<file path="src/design/xdpe_pkg.sv">
// Shared types, constants and the bit-length function of the XOR-delta point encoder.
// No dependencies.
`timescale 1ns / 1ps

package xdpe_pkg;

	localparam int CountWidth = 32;
	localparam int CodeWidth = 6;
	localparam int RawWidth = 64;
	localparam int ChunkWidthBits = 7;
	localparam int NumCoords = 3;
	localparam int DefaultQueueDepth = 2;

	// Chunk index of the final beat of a first point and of a later point.
	localparam logic [2:0] LastFirstIdx = 3'd3;
	localparam logic [2:0] LastDeltaIdx = 3'd5;

	typedef logic [RawWidth-1:0] coord_t;
	typedef logic [CodeWidth-1:0] code_t;

	// One classified point: raw patterns for a first point, deltas otherwise.
	typedef struct packed {
		logic first;
		logic [CountWidth-1:0] count;
		logic [NumCoords-1:0][RawWidth-1:0] val;
		logic [NumCoords-1:0][CodeWidth-1:0] code;
	} entry_t;

	// Index of the highest set bit (bit length minus one); zero for a zero word.
	// Two levels of eight: inside each byte, then across the bytes.
	function automatic code_t msb_index(input coord_t v);
		logic [7:0] grp_any;
		logic [7:0][2:0] grp_pos;
		logic [2:0] top;
		grp_any = '0;
		grp_pos = '0;
		top = '0;
		for (int g = 0; g < 8; g++) begin
			grp_any[g] = |v[8*g +: 8];
			for (int b = 0; b < 8; b++) begin
				if (v[8*g + b]) begin
					grp_pos[g] = 3'(b);
				end
			end
		end
		for (int g = 0; g < 8; g++) begin
			if (grp_any[g]) begin
				top = 3'(g);
			end
		end
		return {top, grp_pos[top]};
	endfunction

endpackage

</file>
<file path="src/design/xdpe_front.sv">
// Front part: accepts points, forms XOR deltas against the previous point and
// measures their bit lengths. Depends on xdpe_pkg.
`timescale 1ns / 1ps

module xdpe_front (
	input  logic clk,
	input  logic arst_n,
	input  logic push,
	output logic full,
	input  logic first_point,
	input  logic [xdpe_pkg::CountWidth-1:0] point_count,
	input  logic [xdpe_pkg::RawWidth-1:0] time_bits,
	input  logic [xdpe_pkg::RawWidth-1:0] lat_bits,
	input  logic [xdpe_pkg::RawWidth-1:0] lon_bits,
	input  logic q_full,
	output logic q_wr,
	output xdpe_pkg::entry_t q_wr_entry
);
	import xdpe_pkg::*;

	coord_t prev_q [NumCoords];
	coord_t cur [NumCoords];
	logic accept;
	logic valid_s1;
	logic first_s1;
	logic [CountWidth-1:0] count_s1;
	coord_t val_s1 [NumCoords];

	assign cur[0] = time_bits;
	assign cur[1] = lat_bits;
	assign cur[2] = lon_bits;

	assign q_wr = valid_s1 && !q_full;
	assign full = valid_s1 && q_full;
	assign accept = push && !full;

	always_ff @(posedge clk or negedge arst_n) begin
		if (!arst_n) begin
			valid_s1 <= 1'b0;
			for (int j = 0; j < NumCoords; j++) begin
				prev_q[j] <= '0;
			end
		end else begin
			if (accept) begin
				valid_s1 <= 1'b1;
				for (int j = 0; j < NumCoords; j++) begin
					prev_q[j] <= cur[j];
				end
			end else if (q_wr) begin
				valid_s1 <= 1'b0;
			end
		end
	end

	always_ff @(posedge clk) begin
		if (accept) begin
			first_s1 <= first_point;
			count_s1 <= point_count;
			for (int j = 0; j < NumCoords; j++) begin
				val_s1[j] <= first_point ? cur[j] : (cur[j] ^ prev_q[j]);
			end
		end
	end

	always_comb begin
		q_wr_entry.first = first_s1;
		q_wr_entry.count = count_s1;
		for (int j = 0; j < NumCoords; j++) begin
			q_wr_entry.val[j] = val_s1[j];
			q_wr_entry.code[j] = msb_index(val_s1[j]);
		end
	end

endmodule

</file>
<file path="src/design/xdpe_fifo.sv">
// Short queue of classified points between the front and back parts.
// Depends on xdpe_pkg.
`timescale 1ns / 1ps

module xdpe_fifo #(
	parameter int Depth = xdpe_pkg::DefaultQueueDepth
) (
	input  logic clk,
	input  logic arst_n,
	input  logic wr,
	input  xdpe_pkg::entry_t wr_entry,
	input  logic rd,
	output xdpe_pkg::entry_t rd_entry,
	output logic q_full,
	output logic q_empty
);
	import xdpe_pkg::*;

	localparam int PtrWidth = (Depth > 1) ? $clog2(Depth) : 1;
	localparam int CntWidth = $clog2(Depth + 1);
	localparam logic [PtrWidth-1:0] LastPtr = PtrWidth'(Depth - 1);

	entry_t mem_q [Depth];
	logic [PtrWidth-1:0] wr_ptr_q;
	logic [PtrWidth-1:0] rd_ptr_q;
	logic [CntWidth-1:0] cnt_q;

	assign q_full = (cnt_q == CntWidth'(Depth));
	assign q_empty = (cnt_q == '0);
	assign rd_entry = mem_q[rd_ptr_q];

	always_ff @(posedge clk or negedge arst_n) begin
		if (!arst_n) begin
			wr_ptr_q <= '0;
			rd_ptr_q <= '0;
			cnt_q <= '0;
		end else begin
			if (wr) begin
				wr_ptr_q <= (wr_ptr_q == LastPtr) ? '0 : wr_ptr_q + 1'b1;
			end
			if (rd) begin
				rd_ptr_q <= (rd_ptr_q == LastPtr) ? '0 : rd_ptr_q + 1'b1;
			end
			if (wr && !rd) begin
				cnt_q <= cnt_q + 1'b1;
			end else if (rd && !wr) begin
				cnt_q <= cnt_q - 1'b1;
			end
		end
	end

	always_ff @(posedge clk) begin
		if (wr) begin
			mem_q[wr_ptr_q] <= wr_entry;
		end
	end

endmodule

</file>
<file path="src/design/xdpe_back.sv">
// Back part: walks the queue head through its chunks, one beat per cycle while
// each beat is popped, into the result register. Depends on xdpe_pkg.
`timescale 1ns / 1ps

module xdpe_back (
	input  logic clk,
	input  logic arst_n,
	input  xdpe_pkg::entry_t head,
	input  logic q_empty,
	output logic q_rd,
	input  logic pop,
	output logic empty,
	output logic [xdpe_pkg::RawWidth-1:0] chunk_value,
	output logic [xdpe_pkg::ChunkWidthBits-1:0] chunk_width,
	output logic last_chunk
);
	import xdpe_pkg::*;

	logic [2:0] idx_q;
	logic out_valid_q;
	logic load;
	logic [1:0] coord;
	coord_t sel_value;
	logic [ChunkWidthBits-1:0] sel_width;
	logic sel_last;

	assign empty = !out_valid_q;
	assign load = !q_empty && (!out_valid_q || pop);
	assign q_rd = load && sel_last;

	always_comb begin
		if (head.first) begin
			coord = idx_q[1:0] - 2'd1;
			sel_last = (idx_q == LastFirstIdx);
			if (idx_q == 3'd0) begin
				sel_value = RawWidth'(head.count);
				sel_width = ChunkWidthBits'(CountWidth);
			end else begin
				sel_value = head.val[coord];
				sel_width = ChunkWidthBits'(RawWidth);
			end
		end else begin
			coord = idx_q[2:1];
			sel_last = (idx_q == LastDeltaIdx);
			if (!idx_q[0]) begin
				sel_value = RawWidth'(head.code[coord]);
				sel_width = ChunkWidthBits'(CodeWidth);
			end else begin
				// The delta has no bits above its length, so no masking is needed.
				sel_value = head.val[coord];
				sel_width = ChunkWidthBits'(head.code[coord]) + 1'b1;
			end
		end
	end

	always_ff @(posedge clk or negedge arst_n) begin
		if (!arst_n) begin
			idx_q <= '0;
			out_valid_q <= 1'b0;
		end else begin
			if (load) begin
				out_valid_q <= 1'b1;
				idx_q <= sel_last ? '0 : idx_q + 1'b1;
			end else if (pop) begin
				out_valid_q <= 1'b0;
			end
		end
	end

	always_ff @(posedge clk) begin
		if (load) begin
			chunk_value <= sel_value;
			chunk_width <= sel_width;
			last_chunk <= sel_last;
		end
	end

endmodule

</file>
<file path="src/design/xor_delta_point_encoder_top.sv">
// XOR-delta point encoder: a point passes through the front stage register, the queue and
// the result register before its first beat is on the result ports.
// A later point gives 6 beats and a first point 4, one per cycle from the result register
// while each beat is popped; the back sequencer sets that pace.
// The front takes a new point each cycle while the queue between the parts has room.
// Asynchronous reset clears the previous-point patterns to zero and empties all stages.
`timescale 1ns / 1ps

module xor_delta_point_encoder_top #(
	parameter int QueueDepth = xdpe_pkg::DefaultQueueDepth
) (
	input  logic clk,
	input  logic arst_n,
	input  logic push,
	output logic full,
	input  logic first_point,
	input  logic [xdpe_pkg::CountWidth-1:0] point_count,
	input  logic [xdpe_pkg::RawWidth-1:0] time_bits,
	input  logic [xdpe_pkg::RawWidth-1:0] lat_bits,
	input  logic [xdpe_pkg::RawWidth-1:0] lon_bits,
	input  logic pop,
	output logic empty,
	output logic [xdpe_pkg::RawWidth-1:0] chunk_value,
	output logic [xdpe_pkg::ChunkWidthBits-1:0] chunk_width,
	output logic last_chunk
);
	import xdpe_pkg::*;

	entry_t wr_entry;
	entry_t head;
	logic q_wr;
	logic q_rd;
	logic q_full;
	logic q_empty;

	xdpe_front u_front (
		.clk         (clk),
		.arst_n      (arst_n),
		.push        (push),
		.full        (full),
		.first_point (first_point),
		.point_count (point_count),
		.time_bits   (time_bits),
		.lat_bits    (lat_bits),
		.lon_bits    (lon_bits),
		.q_full      (q_full),
		.q_wr        (q_wr),
		.q_wr_entry  (wr_entry)
	);

	xdpe_fifo #(
		.Depth (QueueDepth)
	) u_fifo (
		.clk      (clk),
		.arst_n   (arst_n),
		.wr       (q_wr),
		.wr_entry (wr_entry),
		.rd       (q_rd),
		.rd_entry (head),
		.q_full   (q_full),
		.q_empty  (q_empty)
	);

	xdpe_back u_back (
		.clk         (clk),
		.arst_n      (arst_n),
		.head        (head),
		.q_empty     (q_empty),
		.q_rd        (q_rd),
		.pop         (pop),
		.empty       (empty),
		.chunk_value (chunk_value),
		.chunk_width (chunk_width),
		.last_chunk  (last_chunk)
	);

endmodule

</file>
<file path="config.mk">
export PLATFORM = sky130hd
export DESIGN_NAME = xor_delta_point_encoder_top
export DESIGN_NICKNAME = d
export VERILOG_FILES = /design/src/design/xdpe_pkg.sv /design/src/design/xdpe_front.sv /design/src/design/xdpe_fifo.sv /design/src/design/xdpe_back.sv /design/src/design/xor_delta_point_encoder_top.sv
export SDC_FILE = /design/constraint.sdc
export NUM_CORES = 1
export LEC_CHECK = 0
export BUFFER_PORTS_ARGS = -buffer_cell sky130_fd_sc_hd__buf_2
export CAP_MARGIN = 20
export CORE_UTILIZATION = 38
export CTS_CLUSTER_DIAMETER = 120
export DETAILED_ROUTE_END_ITERATION = 8
export HOLD_SLACK_MARGIN = 0.08
export PLACE_DENSITY = 0.57
export SYNTH_ARGS = -nofsm -noshare
export SYNTH_HDL_FRONTEND = slang
export SYNTH_HIERARCHICAL = 1
export SYNTH_SLANG_ARGS = --single-unit
export TNS_END_PERCENT = 20
</file>
<file path="constraint.sdc">
create_clock -name clk -period 28.5 [get_ports clk]
set_input_delay 1.425 -clock clk [delete_from_list [all_inputs] [get_ports clk]]
set_output_delay 1.425 -clock clk [all_outputs]
set_load 0.01 [all_outputs]
</file>
==> reports/qor.yml <==
yosys:
  yosysTopAreaCell: "edfxtp_1"
  synth_top_flop_cell: "edfxtp_1"
  synthCells: 2663
  synth_cell_type_count: 69
  synth_seq_cells: 984
  yosysSeqAreaShare_pct: 66.8
  synth_top_cell_area_share_pct: 55.0
  synth_edf_count: 783
  synth.top_cells.by_count: "edfxtp_1 (783), mux2_2 (295), nand2b_1 (213), dfrtp_1 (201), xnor2_1 (196)"
  async_reset_ff_share_pct: 20.4
  synth.most_common_cell: "edfxtp_1"
  syn_area_per_cell_um2: 16.0
  synth_area_um2: 42700
  ys_warn_count: 6
  synthTopCellsByArea: "edfxtp_1 (55%), dfrtp_1 (12%), mux2_2 (7.8%)"
  synth_nets: 2896
setup_path:
  path_max_fanout: 70
  cp_cell_sequence: "buf_2 > nor2b_4 > buf_4 > buf_4 > buf_4 > mux2_2"
  cp.depth: 6
  crit_arrival_ns: 4.97
  crit_path_start_kind: "input port"
  critPathMostFrequentCell: "buf_4"
  ff2ff_path_depth: 7
  cp_slowest_stage_delay_ns: 0.80
  cp-end-kind: "register"
  cp_data_required_time_ns: 29.07
  critPathKind: "input port to register"
  critPathTopFamily: "buffers and inverters"
  slowest_stage: "buf_4"
  path_buf_inv: 4
die:
  die_y_um: 337
  io_pins: 303
  dieWidth_um: 337
  rows: 122
  design.die.area_um2: 114000
  start_util_pct: 38.5
  core_area_um2: 111000
route:
  ant_nets: 0
  drc: 0
  wl_per_cell_um: 23.7
  drt_iter0_drc: 1749
  vias: 23700
  drt-pass1-iter-count: 5
  vias_per_cell: 5.18
  routed_wl_um: 108000
clock_tree:
  cts.clk_slew.worst_paths_ns: 0.06
  cts_tree: "done"
  root_buffer: "clkbuf_16"
  insertion_delay_ns: 0.70
  h-tree-depth: 3
  clockBufferDepth: 3
  holdBufCountCts: 0
  cts_num_sinks: 984
  numCtsBuffers: 106
  post_cts_resized: 0
  cts_setup_buffers: 0
sta:
  post-route-min-period_ns: 4.40
  tightestPinTransition_ns: 1.10
  min_period_over_period_pct: 15.5
  relSlewSlack_pct: 26.2
  maxSlewViolCount: 0
  finalHoldViolCount: 0
  fmax_ghz: 0.227
  fin_tns_setup_ns: 0
  rsz0062_at_grt: "false"
  setup_viol: 0
  finClkSkew_ns: 0.0259
grt:
  grt_overflow_total: 0
  grt_pass1_vias: 24400
  grtUsageTotal_pct: 18.9
  antenna_found_initial: 2
  grt_max_degree: 98
  grt_pass1_wl_um: 158000
power_and_ir_drop:
  p_leak_uw: 0.0182
  ir_worst_vdd_mv: 0.0687
  power_density_nw_per_um2: 109
layout:
  utilization_pct: 44.4
  multi_input_area_um2: 13400
  drive_above_1_share_pct: 31.9
  regArea_um2: 28600
  syn_to_final_growth_pct: 15.5
  fillers: 9944
  nNetsFinal: 3219
outcome:
  status: "finished, final reports clean"
job:
  drv_cap: 0
placed_design:
  place_congestion: 0.850
  dp_hpwl_um: 74300
  port-buffer-count: 302
hold_path:
  timing.hold.worst.class: "register to register"
  hold_depth: 0
==> area by class of cell <==
class	count	share of cell area, %
Sequential cell	984	57.8
Tap cell	1488	3.77
Antenna cell	1	0.00507
Multi-Input combinational cell	1516	27.2
Clock inverter	52	1.34
Clock buffer	149	5.94
Timing Repair Buffer	333	3.57
Inverter	45	0.342
==> path summary, 6_finish.rpt <==
kind / slack [ns] / end / startpoint
worst max-delay path: 24.10 / u_front/prev_q[170]$_DFFE_PN0P_ / push
worst min-delay path: 0.45 / u_fifo/mem_q[0][239]$_DFFE_PP_ / u_front/count_s1[29]$_DFFE_PP_
worst max register to register: 24.19 / u_front/prev_q[170]$_DFFE_PN0P_ / u_fifo/cnt_q[1]$_DFFE_PN0P_
worst min register to register: 0.45 / u_fifo/mem_q[0][239]$_DFFE_PP_ / u_front/count_s1[29]$_DFFE_PP_
max in group asynchronous: 25.93 / u_fifo/rd_ptr_q$_DFFE_PN0P_ / arst_n
min in group asynchronous: 0.64 / u_front/prev_q[111]$_DFFE_PN0P_ / arst_n
==> layout by cell type (no fill, tap or decap), types with 92 or more instances in the layout <==
master | synthesis | layout
nand2b_1 | 213 | 212
xnor2_1 | 196 | 196
mux2_4 | 160 | 160
edfxtp_1 | 783 | 783
mux2_2 | 295 | 295
nor2_1 | 93 | 92
clkbuf_16 | 0 | 106
buf_2 | 35 | 300
dfrtp_1 | 201 | 198
mux2i_1 | 117 | 117
==> logic make-up after synthesis <==
family | count (synthesis) | synth area share [%]
adder cells (fa/ha/maj) | 4 | 0.117
AND/OR/NAND/NOR | 448 | 5.92
AO/OA/AOI/OAI | 291 | 5.01
multiplexers | 572 | 16.1
XOR/XNOR | 201 | 4.12
buffers and inverters | 163 | 1.90
flip-flops | 984 | 66.8
==> stage by stage <==
stage	power [uW]	instance area [um^2]	setup slack, ns	hold WS [ns]	std cells
4_1_cts	5470	49400	24.09	0.447	4567
3_3_place_gp	3990	45800	23.54	0.430	4365
2_1_floorplan	3570	42700	16.21	0.421	2663
5_1_grt	5650	49400	23.92	0.464	4568
6_report	5400	49400	24.10	0.449	4568
3_5_place_dp	4040	45800	23.35	0.433	4366
==> state kept, by name (all words and copies together), names as in the netlist <==
register	cells
u_back/chunk_value	64
u_back/chunk_width	7
u_back/idx_q	3
u_back/last_chunk	1
u_back/out_valid_q	1
u_fifo/cnt_q	2
u_fifo/mem_q	486
u_fifo/rd_ptr_q	1
u_fifo/wr_ptr_q	1
u_front/count_s1	32
u_front/first_s1	1
u_front/prev_q	192
u_front/val_s1	192
u_front/valid_s1	1
==> power by group <==
group	internal [uW]	switching, uW	total, uW
Sequential	2140	258	2400
Clock	832	576	1410
Combinational	710	882	1590
Total	3680	1720	5400
==> per-layer routing <==
| metal | global-route usage [%] | part of all wire (%) |
|---|---|---|
| met1 | 24.2 | 41 |
| met5 | 0 | 0 |
| met3 | 3.17 | 5.6 |
| met4 | 7.16 | 3.6 |
| met2 | 32.0 | 50 |
Power figures use the tool's default switching activity.
